**config.mk**
```make
export PLATFORM = sky130hd
export DESIGN_NAME = sliding_window_sender_fast_retransmit
export DESIGN_NICKNAME = d
export VERILOG_FILES = /design/src/rtl/core/swsfr_pkg.sv /design/src/rtl/core/swsfr_front.sv /design/src/rtl/core/swsfr_back.sv /design/src/rtl/core/sliding_window_sender_fast_retransmit.sv
export SDC_FILE = /design/constraint.sdc
export NUM_CORES = 1
export LEC_CHECK = 0
export BUFFER_PORTS_ARGS = -buffer_cell sky130_fd_sc_hd__buf_2
export CORE_ASPECT_RATIO = 1.75
export CORE_MARGIN = 4
export CORE_UTILIZATION = 54
export DETAILED_ROUTE_END_ITERATION = 12
export GPL_ROUTABILITY_DRIVEN = 0
export GPL_TIMING_DRIVEN = 0
export PLACE_DENSITY = 0.75
export SYNTH_ARGS = -nofsm -noshare
export SYNTH_HDL_FRONTEND = slang
export SYNTH_SLANG_ARGS = --single-unit
```
**constraint.sdc**
```tcl
create_clock -name i_clk -period 4.6 [get_ports i_clk]
set_clock_uncertainty 0.05 [all_clocks]
set_input_delay 0.23 -clock i_clk [delete_from_list [all_inputs] [get_ports i_clk]]
set_output_delay 0.23 -clock i_clk [all_outputs]
set_load 0.05 [all_outputs]
```
**src/rtl/core/swsfr_pkg.sv**
```systemverilog
// ----------------------------------------------------------------------------
// swsfr_pkg
// Shared types and constants for the sliding-window sender with fast
// retransmit: beat formats, command kinds, event codes and register map.
// ----------------------------------------------------------------------------
`default_nettype none

package swsfr_pkg;

    localparam int WINDOW_DEPTH = 8;
    localparam int SEQ_W        = 32;
    localparam int LIMIT_W      = 4;
    localparam int OUT_W        = $clog2(WINDOW_DEPTH + 1);
    localparam int CMP_W        = (LIMIT_W > OUT_W) ? LIMIT_W : OUT_W;
    localparam int DUP_W        = 2;
    localparam logic [DUP_W-1:0] DUP_THRESHOLD = 2'd3;
    localparam logic [SEQ_W-1:0] SEQ_LAST      = {SEQ_W{1'b1}};

    localparam logic [LIMIT_W-1:0] WINDOW_LIMIT_RESET = 4'd8;

    // command queue between front and back
    localparam int QUEUE_DEPTH = 2;
    localparam int QPTR_W      = (QUEUE_DEPTH > 1) ? $clog2(QUEUE_DEPTH) : 1;
    localparam int QCNT_W      = $clog2(QUEUE_DEPTH + 1);

    // register map
    localparam int CFG_DATA_W = 32;
    localparam int CFG_ADDR_W = 3;
    localparam logic REG_INITIAL_SEQ  = 1'b0;
    localparam logic REG_WINDOW_LIMIT = 1'b1;

    // input actions
    localparam logic [1:0] ACT_SEND    = 2'd0;
    localparam logic [1:0] ACT_ACK     = 2'd1;
    localparam logic [1:0] ACT_TIMEOUT = 2'd2;

    // events
    localparam logic [2:0] EV_TX     = 3'd0;
    localparam logic [2:0] EV_REFUSE = 3'd1;
    localparam logic [2:0] EV_STOP   = 3'd2;
    localparam logic [2:0] EV_RETX   = 3'd3;
    localparam logic [2:0] EV_REJECT = 3'd4;
    localparam logic [2:0] EV_NONE   = 3'd5;

    // classified commands
    localparam logic [2:0] CMD_SEND    = 3'd0;
    localparam logic [2:0] CMD_ACK     = 3'd1;
    localparam logic [2:0] CMD_ACK_BAD = 3'd2;
    localparam logic [2:0] CMD_TIMEOUT = 3'd3;
    localparam logic [2:0] CMD_NOP     = 3'd4;

    typedef struct packed {
        logic [1:0]       action;
        logic [SEQ_W-1:0] ack_seq;
        logic             ack_checksum_ok;
    } t_in_item;

    typedef struct packed {
        logic [2:0]       event_res;
        logic [SEQ_W-1:0] seq;
        logic             last;
    } t_out_item;

    typedef struct packed {
        logic [2:0]       kind;
        logic [SEQ_W-1:0] ack_seq;
    } t_cmd;

    typedef struct packed {
        logic                  init_we;
        logic                  limit_we;
        logic [CFG_DATA_W-1:0] wdata;
    } t_cfg_wr;

    typedef struct packed {
        logic [SEQ_W-1:0]   initial_seq;
        logic [LIMIT_W-1:0] window_limit;
    } t_cfg_view;

endpackage

`default_nettype wire

```
**src/rtl/core/swsfr_front.sv**
```systemverilog
// ----------------------------------------------------------------------------
// swsfr_front
// Accepts input beats, classifies them into commands and buffers them in a
// short queue so the back end can stall on its own.
// ----------------------------------------------------------------------------
`default_nettype none

module swsfr_front
    import swsfr_pkg::*;
(
    input  wire logic     i_clk,
    input  wire logic     i_rst_n,
    input  wire logic     i_in_valid,
    output logic          o_in_ready,
    input  wire t_in_item i_in_data,
    output logic          o_cmd_valid,
    input  wire logic     i_cmd_ready,
    output t_cmd          o_cmd
);

    t_cmd              r_q [QUEUE_DEPTH];
    logic [QPTR_W-1:0] r_wr_ptr, n_wr_ptr;
    logic [QPTR_W-1:0] r_rd_ptr, n_rd_ptr;
    logic [QCNT_W-1:0] r_count,  n_count;
    t_cmd              w_cmd;
    logic              w_push, w_pop;

    // classify by action; checksum failures are settled here
    always_comb begin
        w_cmd.ack_seq = i_in_data.ack_seq;
        case (i_in_data.action)
            ACT_SEND:    w_cmd.kind = CMD_SEND;
            ACT_ACK:     w_cmd.kind = i_in_data.ack_checksum_ok ? CMD_ACK : CMD_ACK_BAD;
            ACT_TIMEOUT: w_cmd.kind = CMD_TIMEOUT;
            default:     w_cmd.kind = CMD_NOP;
        endcase
    end

    assign o_in_ready  = (r_count != QCNT_W'(QUEUE_DEPTH));
    assign o_cmd_valid = (r_count != '0);
    assign o_cmd       = r_q[r_rd_ptr];
    assign w_push      = i_in_valid && o_in_ready;
    assign w_pop       = o_cmd_valid && i_cmd_ready;

    always_comb begin
        n_wr_ptr = r_wr_ptr;
        n_rd_ptr = r_rd_ptr;
        n_count  = r_count;
        if (w_push) begin
            n_wr_ptr = (r_wr_ptr == QPTR_W'(QUEUE_DEPTH - 1)) ? '0 : r_wr_ptr + 1'b1;
        end
        if (w_pop) begin
            n_rd_ptr = (r_rd_ptr == QPTR_W'(QUEUE_DEPTH - 1)) ? '0 : r_rd_ptr + 1'b1;
        end
        if (w_push && !w_pop) begin
            n_count = r_count + 1'b1;
        end else if (w_pop && !w_push) begin
            n_count = r_count - 1'b1;
        end
    end

    always_ff @(posedge i_clk) begin
        if (!i_rst_n) begin
            r_wr_ptr <= '0;
            r_rd_ptr <= '0;
            r_count  <= '0;
        end else begin
            r_wr_ptr <= n_wr_ptr;
            r_rd_ptr <= n_rd_ptr;
            r_count  <= n_count;
        end
    end

    always_ff @(posedge i_clk) begin
        if (w_push) begin
            r_q[r_wr_ptr] <= w_cmd;
        end
    end

`ifndef NO_ASSERTIONS
    a_count_bound: assert property (@(posedge i_clk) disable iff (!i_rst_n)
        r_count <= QCNT_W'(QUEUE_DEPTH))
        else $error("command queue count past depth");

    a_ptr_gap: assert property (@(posedge i_clk) disable iff (!i_rst_n)
        (r_count == '0 || r_count == QCNT_W'(QUEUE_DEPTH)) |-> (r_wr_ptr == r_rd_ptr))
        else $error("queue pointers disagree with count");

    a_pop_moves: assert property (@(posedge i_clk) disable iff (!i_rst_n)
        (w_pop && !w_push) |=> (r_count == $past(r_count) - 1'b1))
        else $error("queue pop lost");
`endif

endmodule

`default_nettype wire

```
**src/rtl/core/swsfr_back.sv**
```systemverilog
// ----------------------------------------------------------------------------
// swsfr_back
// Carries out queued commands against the window state and emits events,
// one per cycle unless the output stalls, through a registered output stage.
// ----------------------------------------------------------------------------
`default_nettype none

module swsfr_back
    import swsfr_pkg::*;
(
    input  wire logic    i_clk,
    input  wire logic    i_rst_n,
    input  wire logic    i_cmd_valid,
    output logic         o_cmd_ready,
    input  wire t_cmd    i_cmd,
    input  wire t_cfg_wr i_cfg_wr,
    output t_cfg_view    o_cfg_view,
    output logic         o_out_valid,
    input  wire logic    i_out_ready,
    output t_out_item    o_out_data
);

    localparam logic ST_IDLE  = 1'b0;
    localparam logic ST_SLIDE = 1'b1;

    logic               r_state,        n_state;
    logic [SEQ_W-1:0]   r_initial_seq,  n_initial_seq;
    logic [LIMIT_W-1:0] r_window_limit, n_window_limit;
    logic [SEQ_W-1:0]   r_oldest_seq,   n_oldest_seq;
    logic [SEQ_W-1:0]   r_next_seq,     n_next_seq;
    logic [OUT_W-1:0]   r_outstanding,  n_outstanding;
    logic [DUP_W-1:0]   r_dup_acks,     n_dup_acks;
    logic [SEQ_W-1:0]   r_ack,          n_ack;
    logic               r_out_valid,    n_out_valid;
    t_out_item          r_out_item;

    logic             w_out_free;
    logic             w_emit;
    t_out_item        w_emit_item;
    logic             w_full;
    logic             w_ack_ge;
    logic             w_ack_dup;
    logic [SEQ_W-1:0] w_slide_ack;
    logic             w_stop_last;
    logic [DUP_W-1:0] w_dup_inc;

    assign w_out_free  = !r_out_valid || i_out_ready;
    assign o_cmd_ready = (r_state == ST_IDLE) && w_out_free;

    assign w_full = (CMP_W'(r_outstanding) >= CMP_W'(r_window_limit))
                 || (r_outstanding >= OUT_W'(WINDOW_DEPTH))
                 || (r_next_seq == SEQ_LAST);
    assign w_ack_ge  = (i_cmd.ack_seq >= r_oldest_seq);
    assign w_ack_dup = (({1'b0, i_cmd.ack_seq} + (SEQ_W + 1)'(1)) == {1'b0, r_oldest_seq});
    assign w_dup_inc = r_dup_acks + 1'b1;

    // one release step: stop the oldest, finish at the acked number or empty window
    assign w_slide_ack = (r_state == ST_IDLE) ? i_cmd.ack_seq : r_ack;
    assign w_stop_last = (r_oldest_seq == w_slide_ack) || (r_outstanding == OUT_W'(1));

    always_comb begin
        n_state        = r_state;
        n_initial_seq  = r_initial_seq;
        n_window_limit = r_window_limit;
        n_oldest_seq   = r_oldest_seq;
        n_next_seq     = r_next_seq;
        n_outstanding  = r_outstanding;
        n_dup_acks     = r_dup_acks;
        n_ack          = r_ack;
        n_out_valid    = r_out_valid && !i_out_ready;
        w_emit         = 1'b0;
        w_emit_item    = '{event_res: EV_NONE, seq: '0, last: 1'b1};

        case (r_state)
            ST_IDLE: begin
                if (i_cmd_valid && w_out_free) begin
                    w_emit = 1'b1;
                    case (i_cmd.kind)
                        CMD_SEND: begin
                            w_emit_item.seq = r_next_seq;
                            if (w_full) begin
                                w_emit_item.event_res = EV_REFUSE;
                            end else begin
                                w_emit_item.event_res = EV_TX;
                                n_next_seq    = r_next_seq + 1'b1;
                                n_outstanding = r_outstanding + 1'b1;
                            end
                        end
                        CMD_ACK: begin
                            if (r_outstanding == '0) begin
                                w_emit_item.event_res = EV_REJECT;
                                w_emit_item.seq       = i_cmd.ack_seq;
                            end else if (w_ack_ge) begin
                                w_emit_item.event_res = EV_STOP;
                                w_emit_item.seq       = r_oldest_seq;
                                w_emit_item.last      = w_stop_last;
                                n_oldest_seq  = r_oldest_seq + 1'b1;
                                n_outstanding = r_outstanding - 1'b1;
                                n_dup_acks    = '0;
                                n_ack         = i_cmd.ack_seq;
                                if (!w_stop_last) begin
                                    n_state = ST_SLIDE;
                                end
                            end else if (w_ack_dup) begin
                                w_emit_item.seq = r_oldest_seq;
                                if (w_dup_inc >= DUP_THRESHOLD) begin
                                    w_emit_item.event_res = EV_RETX;
                                    n_dup_acks = '0;
                                end else begin
                                    w_emit_item.event_res = EV_NONE;
                                    n_dup_acks = w_dup_inc;
                                end
                            end else begin
                                w_emit_item.event_res = EV_REJECT;
                                w_emit_item.seq       = i_cmd.ack_seq;
                            end
                        end
                        CMD_ACK_BAD: begin
                            w_emit_item.event_res = EV_REJECT;
                            w_emit_item.seq       = i_cmd.ack_seq;
                        end
                        CMD_TIMEOUT: begin
                            if (r_outstanding != '0) begin
                                w_emit_item.event_res = EV_RETX;
                                w_emit_item.seq       = r_oldest_seq;
                            end
                        end
                        default: begin
                            w_emit_item.event_res = EV_NONE;
                        end
                    endcase
                end
            end
            ST_SLIDE: begin
                if (w_out_free) begin
                    w_emit = 1'b1;
                    w_emit_item.event_res = EV_STOP;
                    w_emit_item.seq       = r_oldest_seq;
                    w_emit_item.last      = w_stop_last;
                    n_oldest_seq  = r_oldest_seq + 1'b1;
                    n_outstanding = r_outstanding - 1'b1;
                    if (w_stop_last) begin
                        n_state = ST_IDLE;
                    end
                end
            end
            default: begin
                n_state = ST_IDLE;
            end
        endcase

        if (w_emit) begin
            n_out_valid = 1'b1;
        end

        // the user must make register writes only while idle; the block itself does not enforce it
        if (i_cfg_wr.init_we) begin
            n_initial_seq = i_cfg_wr.wdata[SEQ_W-1:0];
            if (r_outstanding == '0) begin
                n_oldest_seq = i_cfg_wr.wdata[SEQ_W-1:0];
                n_next_seq   = i_cfg_wr.wdata[SEQ_W-1:0];
                n_dup_acks   = '0;
            end
        end
        if (i_cfg_wr.limit_we) begin
            n_window_limit = i_cfg_wr.wdata[LIMIT_W-1:0];
        end
    end

    always_ff @(posedge i_clk) begin
        if (!i_rst_n) begin
            r_state        <= ST_IDLE;
            r_initial_seq  <= '0;
            r_window_limit <= WINDOW_LIMIT_RESET;
            r_oldest_seq   <= '0;
            r_next_seq     <= '0;
            r_outstanding  <= '0;
            r_dup_acks     <= '0;
            r_out_valid    <= 1'b0;
        end else begin
            r_state        <= n_state;
            r_initial_seq  <= n_initial_seq;
            r_window_limit <= n_window_limit;
            r_oldest_seq   <= n_oldest_seq;
            r_next_seq     <= n_next_seq;
            r_outstanding  <= n_outstanding;
            r_dup_acks     <= n_dup_acks;
            r_out_valid    <= n_out_valid;
        end
    end

    always_ff @(posedge i_clk) begin
        r_ack <= n_ack;
        if (w_emit) begin
            r_out_item <= w_emit_item;
        end
    end

    assign o_out_valid             = r_out_valid;
    assign o_out_data              = r_out_item;
    assign o_cfg_view.initial_seq  = r_initial_seq;
    assign o_cfg_view.window_limit = r_window_limit;

`ifndef NO_ASSERTIONS
    a_window_bound: assert property (@(posedge i_clk) disable iff (!i_rst_n)
        r_outstanding <= OUT_W'(WINDOW_DEPTH))
        else $error("outstanding count past window depth");

    a_span_match: assert property (@(posedge i_clk) disable iff (!i_rst_n)
        (r_next_seq - r_oldest_seq) == SEQ_W'(r_outstanding))
        else $error("sequence span disagrees with outstanding count");

    a_slide_nonempty: assert property (@(posedge i_clk) disable iff (!i_rst_n)
        (r_state == ST_SLIDE) |-> (r_outstanding != '0))
        else $error("release run with empty window");

    a_slide_ends_last: assert property (@(posedge i_clk) disable iff (!i_rst_n)
        ($past(r_state) == ST_SLIDE && r_state == ST_IDLE) |-> r_out_item.last)
        else $error("release run ended without last");
`endif

endmodule

`default_nettype wire

```
**src/rtl/core/sliding_window_sender_fast_retransmit.sv**
```systemverilog
// An accepted input beat is written into the command queue, and its event is then registered
// in the output register; earlier queued work or output stalls delay it further.
// An ack that releases n packets (n up to the window depth) gives n timer-stop events, one
// per cycle while the output is not stalled; no new command is taken until the last one.
// A two-entry command queue keeps taking items while the back end works or stalls.
// Reset: synchronous, active low; window empty, sequence numbers 0, window limit 8.
// ----------------------------------------------------------------------------
// sliding_window_sender_fast_retransmit
// Sender-side window control with cumulative acks and fast retransmit:
// front classifier and queue, back executor, APB register port.
// ----------------------------------------------------------------------------
`default_nettype none

module sliding_window_sender_fast_retransmit
    import swsfr_pkg::*;
(
    input  wire logic                  i_clk,
    input  wire logic                  i_rst_n,
    input  wire logic                  i_in_valid,
    output logic                       o_in_ready,
    input  wire t_in_item              i_in_data,
    output logic                       o_out_valid,
    input  wire logic                  i_out_ready,
    output t_out_item                  o_out_data,
    input  wire logic                  psel,
    input  wire logic                  penable,
    input  wire logic                  pwrite,
    input  wire logic [CFG_ADDR_W-1:0] paddr,
    input  wire logic [CFG_DATA_W-1:0] pwdata,
    output logic [CFG_DATA_W-1:0]      prdata,
    output logic                       pready
);

    logic      w_cmd_valid;
    logic      w_cmd_ready;
    t_cmd      w_cmd;
    t_cfg_wr   w_cfg_wr;
    t_cfg_view w_cfg_view;
    logic      w_wr_beat;

    assign pready    = 1'b1;
    assign w_wr_beat = psel && penable && pwrite && pready;

    assign w_cfg_wr.init_we  = w_wr_beat && (paddr[2] == REG_INITIAL_SEQ);
    assign w_cfg_wr.limit_we = w_wr_beat && (paddr[2] == REG_WINDOW_LIMIT);
    assign w_cfg_wr.wdata    = pwdata;

    always_comb begin
        case (paddr[2])
            REG_INITIAL_SEQ:  prdata = CFG_DATA_W'(w_cfg_view.initial_seq);
            REG_WINDOW_LIMIT: prdata = CFG_DATA_W'(w_cfg_view.window_limit);
            default:          prdata = '0;
        endcase
    end

    swsfr_front u_front (
        .i_clk       (i_clk),
        .i_rst_n     (i_rst_n),
        .i_in_valid  (i_in_valid),
        .o_in_ready  (o_in_ready),
        .i_in_data   (i_in_data),
        .o_cmd_valid (w_cmd_valid),
        .i_cmd_ready (w_cmd_ready),
        .o_cmd       (w_cmd)
    );

    swsfr_back u_back (
        .i_clk       (i_clk),
        .i_rst_n     (i_rst_n),
        .i_cmd_valid (w_cmd_valid),
        .o_cmd_ready (w_cmd_ready),
        .i_cmd       (w_cmd),
        .i_cfg_wr    (w_cfg_wr),
        .o_cfg_view  (w_cfg_view),
        .o_out_valid (o_out_valid),
        .i_out_ready (i_out_ready),
        .o_out_data  (o_out_data)
    );

endmodule

`default_nettype wire

```
## After elaboration in Yosys (flattened, before gate mapping)

Memories as Yosys holds them, arrays and structs flattened. A register that Yosys moved wholly into a read port is not among the register bits.
Index checks and enable logic that the tools add are counted.

- Bits of input ports: 77
- Output and inout port bits: 71
- Flip-flop bits (word level): 180
- Memories kept: 1
- Memory bits (writable): 70
- Word-level logic and storage cells: 143

- Add/subtract/negate cells: 10
- Multiplexer cells: 67
- Order comparisons: 4
- Bitwise operators: 3
- Equality and inequality tests: 16
- Reductions and logical operators: 27

Memories:

| name | words | width | rd ports | clocked after Yosys merged registers in | write ports | RTL line | source |
|---|---|---|---|---|---|---|---|
| u_front.r_q | 2 | 35 | 1 | 1 | 1 | swsfr_front.sv:21 | `t_cmd r_q [QUEUE_DEPTH];` |

Operators with widths:

| operator | number |
|---|---|
| $mux W32 | 14 |
| $mux W35 | 4 |
| $pmux W32 S2 | 2 |
| $pmux W32 S4 | 1 |
| $mux W36 | 2 |
| $pmux W36 S2 | 1 |
| $add A32 B1 Y32 const B | 2 |
| $add A32 B1 Y33 const B | 1 |
| $eq A33 B32 Y1 | 1 |
| $eq A32 B32 Y1 | 1 |
| $eq A32 B32 Y1 const B | 1 |
| $ge A32 B32 Y1 | 1 |
| $mux W2 | 12 |
| $mux W4 | 5 |
| $mux W1 | 19 |
| $pmux W4 S2 | 2 |
| $pmux W3 S4 | 1 |
| $logic_and A1 B1 Y1 | 11 |
| $ne A3 B3 Y1 const B | 3 |
| $pmux W3 S3 | 1 |
| $eq A3 B2 Y1 const B | 2 |
| $ne A2 B2 Y1 const B | 3 |
| $reduce_and A6 Y1 | 1 |
| $reduce_and A5 Y1 | 1 |
| 23 further kinds | 35 |

## Logic depth before layout (Yosys ltp)

- Depth in word-level cells: 11
- Depth in mapped cells: 19
- Mapped depth without buffers: 13

## Hierarchy

Synthesis repeated with hierarchy kept, for this count alone.

- Cell total of the unflattened synthesis: 1,313
- Area, all modules: 13,620.6 sq um

By module, submodules not included:

| module | instances | area each (sq um) | sequential area each (sq um) | cells each |
|---|---|---|---|---|
| swsfr_back | 1 | 10,543.9 | 4,204.0 | 1,134 |
| swsfr_front | 1 | 2,791.4 | 2,202.1 | 139 |
| sliding_window_sender_fast_retransmit | 1 | 285.3 | 0.0 | 40 |

## Worst setup path after synthesis

Ideal clock, no wire load.

- Path type: register to register
- Start: register (tool-made name)
- End: register u_back.r_out_item, in the netlist u_back.o_out_data[33], data pin
- Arrival time: 4.326 ns
- Clock period less this slack: 4.522 ns
- Slack: 0.078 ns
- Stages on the path, launching flop included: 19
- Path buffers: 5
- Cells stage by stage: dfxtp_1 buf_6 buf_6 buf_2 buf_2 buf_2 mux2i_1 inv_1 ha_1 nand4_1 a22oi_4 nand4_4 or4b_1 a21oi_1 o21ai_1 or4_1 or3_1 or3_1 a21oi_1

RTL lines:

| item | RTL line | source |
|---|---|---|
| to (signal assigned) | swsfr_back.sv:195 | `r_out_item <= w_emit_item;` |
| to (decl) | swsfr_back.sv:35 | `t_out_item r_out_item;` |

==> impl_metrics.py <==
metrics = {
    "outcome": {
        "outcome": "finished, violations left",
        "violations": "setup timing",
    },
    "cells_and_area": {
        "antenna_cells": 0,
        "nFillCells": 1961,
        "multi_input_area_um2": 7270,
        "final_cell_count_no_fill": 1993,
        "fin_util_pct": 67.1,
        "seqCellArea_um2": 6410,
        "drive_above_1_share_pct": 17.8,
        "syn_to_final_growth_pct": 22.0,
        "final_common_cell": "nand2_1",
        "mostFrequentLayoutCells": "nand2_1 (152), buf_2 (146), edfxtp_1 (138), dfxtp_1 (112), xnor2_1 (109)",
        "fin_nets": 1780,
    },
    "pwr": {
        "p_leak_nw": 6.08,
        "worst_ir_drop_vdd_mv": 0.254,
        "p_sw_share_pct": 38.9,
        "powerDensity_nw_per_um2": 469,
        "combPwrFrac_pct": 38.7,
        "pwr-share-clk_pct": 25.0,
        "seq_power_share_pct": 36.4,
        "p_sw_mw": 3.10,
        "internal-power_mw": 4.88,
    },
    "placement": {
        "hpwl_um": 33200,
        "placed_cells": 1863,
        "port_buffers": 143,
    },
    "timing": {
        "fmax_mhz": 213,
        "max-slew-margin-rel_pct": 29.6,
        "fin_crit_sh_pct": 102,
        "setup_violations": 12,
        "grt_setup_unrepaired": "yes",
        "hold_viol": 0,
        "worstMarginPinSlew_ps": 1050,
        "worst_slack_ps": -84.3,
        "fin_crit_ps": 4680,
        "slew_viol_final": 0,
    },
    "drt": {
        "detail-route-antenna-nets": 0,
        "wl_per_cell_um": 22.2,
        "met2_length_um": 21900,
        "met1_length_um": 15200,
        "highest_layer": "met4",
        "drt_wl_total_um": 44200,
        "via_count": 12400,
        "drt-pass1-iter-count": 6,
        "drcViolationCount": 0,
        "avgViaCountPerCell": 6.23,
        "met3_length_um": 3270,
        "drt_iter0_drc": 1196,
    },
    "global_route": {
        "grtUsageTotal_pct": 30.5,
        "grt_pass1_wl_um": 67300,
        "grt_max_degree": 36,
        "grt_pass1_vias": 12400,
        "antenna_found_initial": 0,
        "grt_overflow": 0,
    },
    "die": {
        "dieArea_um2": 28600,
        "die_w_um": 129,
        "start_util_pct": 55.0,
        "core-area_um2": 25300,
        "dieHeight_um": 221,
        "rows": 77,
        "ios": 148,
    },
    "cts": {
        "cts-root-buf": "clkbuf_16",
        "clockBufferDepth": 3,
        "h-tree-depth": 1,
        "clock_latency_ps": 540,
        "cts_tree": "yes",
        "cts_sinks": 251,
        "clk_pin_slew_ps": 60,
        "cts_buffers": 24,
    },
    "critical_path": {
        "start_kind": "register",
        "cp_max_fo": 19,
        "worstPathRequired_ps": 4940,
        "path_delay_family": "simple AND/OR/NAND/NOR gates",
        "critPathSlowestCell": "nor4bb_1",
        "critPathCaptureType": "register",
        "cp_data_arrival_time_ps": 5020,
        "crit_type": "register to register",
        "cp_num_buf_inv": 6,
        "cp_common_cell": "buf_12",
        "cp_cell_sequence": "buf_6 > buf_12 > buf_12 > buf_12 > mux2i_4 > inv_2 > ha_4 > buf_4 > xor2_1 > xnor2_1 > nand3_1 > nor3_1 > nor4bb_1 > nand4_1 > or2_1 > or3_4 > or3_4 > a21oi_2",
        "crit_path_max_incr_delay_ps": 440,
    },
    "yosys": {
        "synth_area_per_cell_um2": 9.95,
        "async_flop_share_pct": 0,
        "synth_nets": 1523,
        "syn-cell-area_um2": 13900,
        "yosysSeqAreaShare_pct": 45.9,
        "yosys_register_bits": 251,
        "yosysWarnings": 0,
        "ys_types": 83,
        "synth_edf_count": 138,
        "synth_cells": 1402,
        "synth-main-ff-cell": "edfxtp_1",
    },
    "hold_path": {
        "holdCritPathClass": "input port to register",
    },
    "job": {
        "maxCapViolations": 0,
    },
}
[logic make-up (layout without fill, tap and decap cells)]
logic type      after synthesis  in the layout  synth area share [%]
buf+inv                     124            398                  3.63
flops                       251            251                  45.9
simple gates                427            427                  16.1
other cells                   1              1                0.0269
xor+xnor                    139            139                  8.79
compound gates              338            339                  15.8
mux                          78             78                  5.83
fa+ha+maj                    44             44                  3.95
[through the flow]
step	total power, mW	instance area, um2	worst slack, ps	TNS [ps]	hold WS [ps]
CTS	7.87	16900	-3.80	-3.90	9.73
global route	8.27	17000	-40.2	-117	31.7
global placement	5.64	15100	-1640	-108610	369
detailed placement	5.73	15100	-1770	-93160	372
finish	7.97	17000	-84.3	-444	34.3
floorplan	4.91	13900	78.4	0	279
[final cells by class]
cell class	count	area share (%)
clock inverter	12	0.552
buffer	63	2.19
tap	316	2.32
multi-input combinational	1028	42.7
clock buffer	32	4.01
timing repair buffer	232	9.24
inverter	59	1.30
sequential	251	37.7
[synth_stat cells, types with 32 or more instances]
library cell | n | area [um2]
a21oi_1 | 72 | 360
xnor2_1 | 109 | 955
clkbuf_1 | 50 | 188
inv_1 | 52 | 195
edfxtp_1 | 138 | 4140
ha_1 | 44 | 551
a21boi_0 | 36 | 270
nand2_1 | 152 | 571
nor2_1 | 37 | 139
nand3_1 | 42 | 210
nand4_1 | 38 | 238
o21ai_0 | 65 | 325
dfxtp_1 | 113 | 2260
mux2i_1 | 52 | 521
nor2b_1 | 35 | 219
a31oi_1 | 32 | 200
[per-layer routing]
| layer | track usage [%] | up-vias |
|---|---|---|
| li1 | - | 5658 |
| met1 | 33.9 | 5847 |
| met2 | 52.9 | 704 |
| met3 | 3.50 | 205 |
| met4 | 22.7 | 0 |
| met5 | 0 | - |
[flip-flops by register name (all words and copies together) (netlist names), 2 cells and up, named ones only]
name / flops
u_back.r_initial_seq: 32
u_back.r_oldest_seq: 32
u_front.r_count: 2
u_front.r_q: 70
u_back.r_ack: 32
u_back.r_next_seq: 32
u_back.r_outstanding: 4
u_back.o_out_data: 36
u_back.r_dup_acks: 2
u_back.r_window_limit: 4
[repair_timing]
item,CTS,global route
hold buffers,65,0
resized for setup,61,20
setup buffers,10,11
pin swaps,9,19
endpoints found under the setup margin,107,51
hold endpoints to repair,112,0
gates cloned,1,1
[worst min-delay path: stages]
cell,delay [ps]
buf_2,100
nand2_1,150
o22ai_1,90
[final timing paths]
path	start	endpoint	slack (ps)	cells after the start
worst max-delay path	register	u_back.o_out_data[33]	-80	18
worst min-delay path	pwdata[12]	u_back.r_next_seq[12]	30	3
worst max register to register	register	u_back.o_out_data[33]	-80	18
worst min register to register	u_back.r_initial_seq[17]	u_back.r_initial_seq[17]	410	2
[power groups by stage]
stage	clock [mW]	sequential [mW]	combinational, mW
global route	2.08	2.92	3.26
floorplan	0	3.43	1.49
finish	1.99	2.90	3.08
global placement	0	2.94	2.70
CTS	2.00	2.90	2.97
detailed placement	0	2.94	2.79
Note: power is estimated with default switching activity, not from simulation.
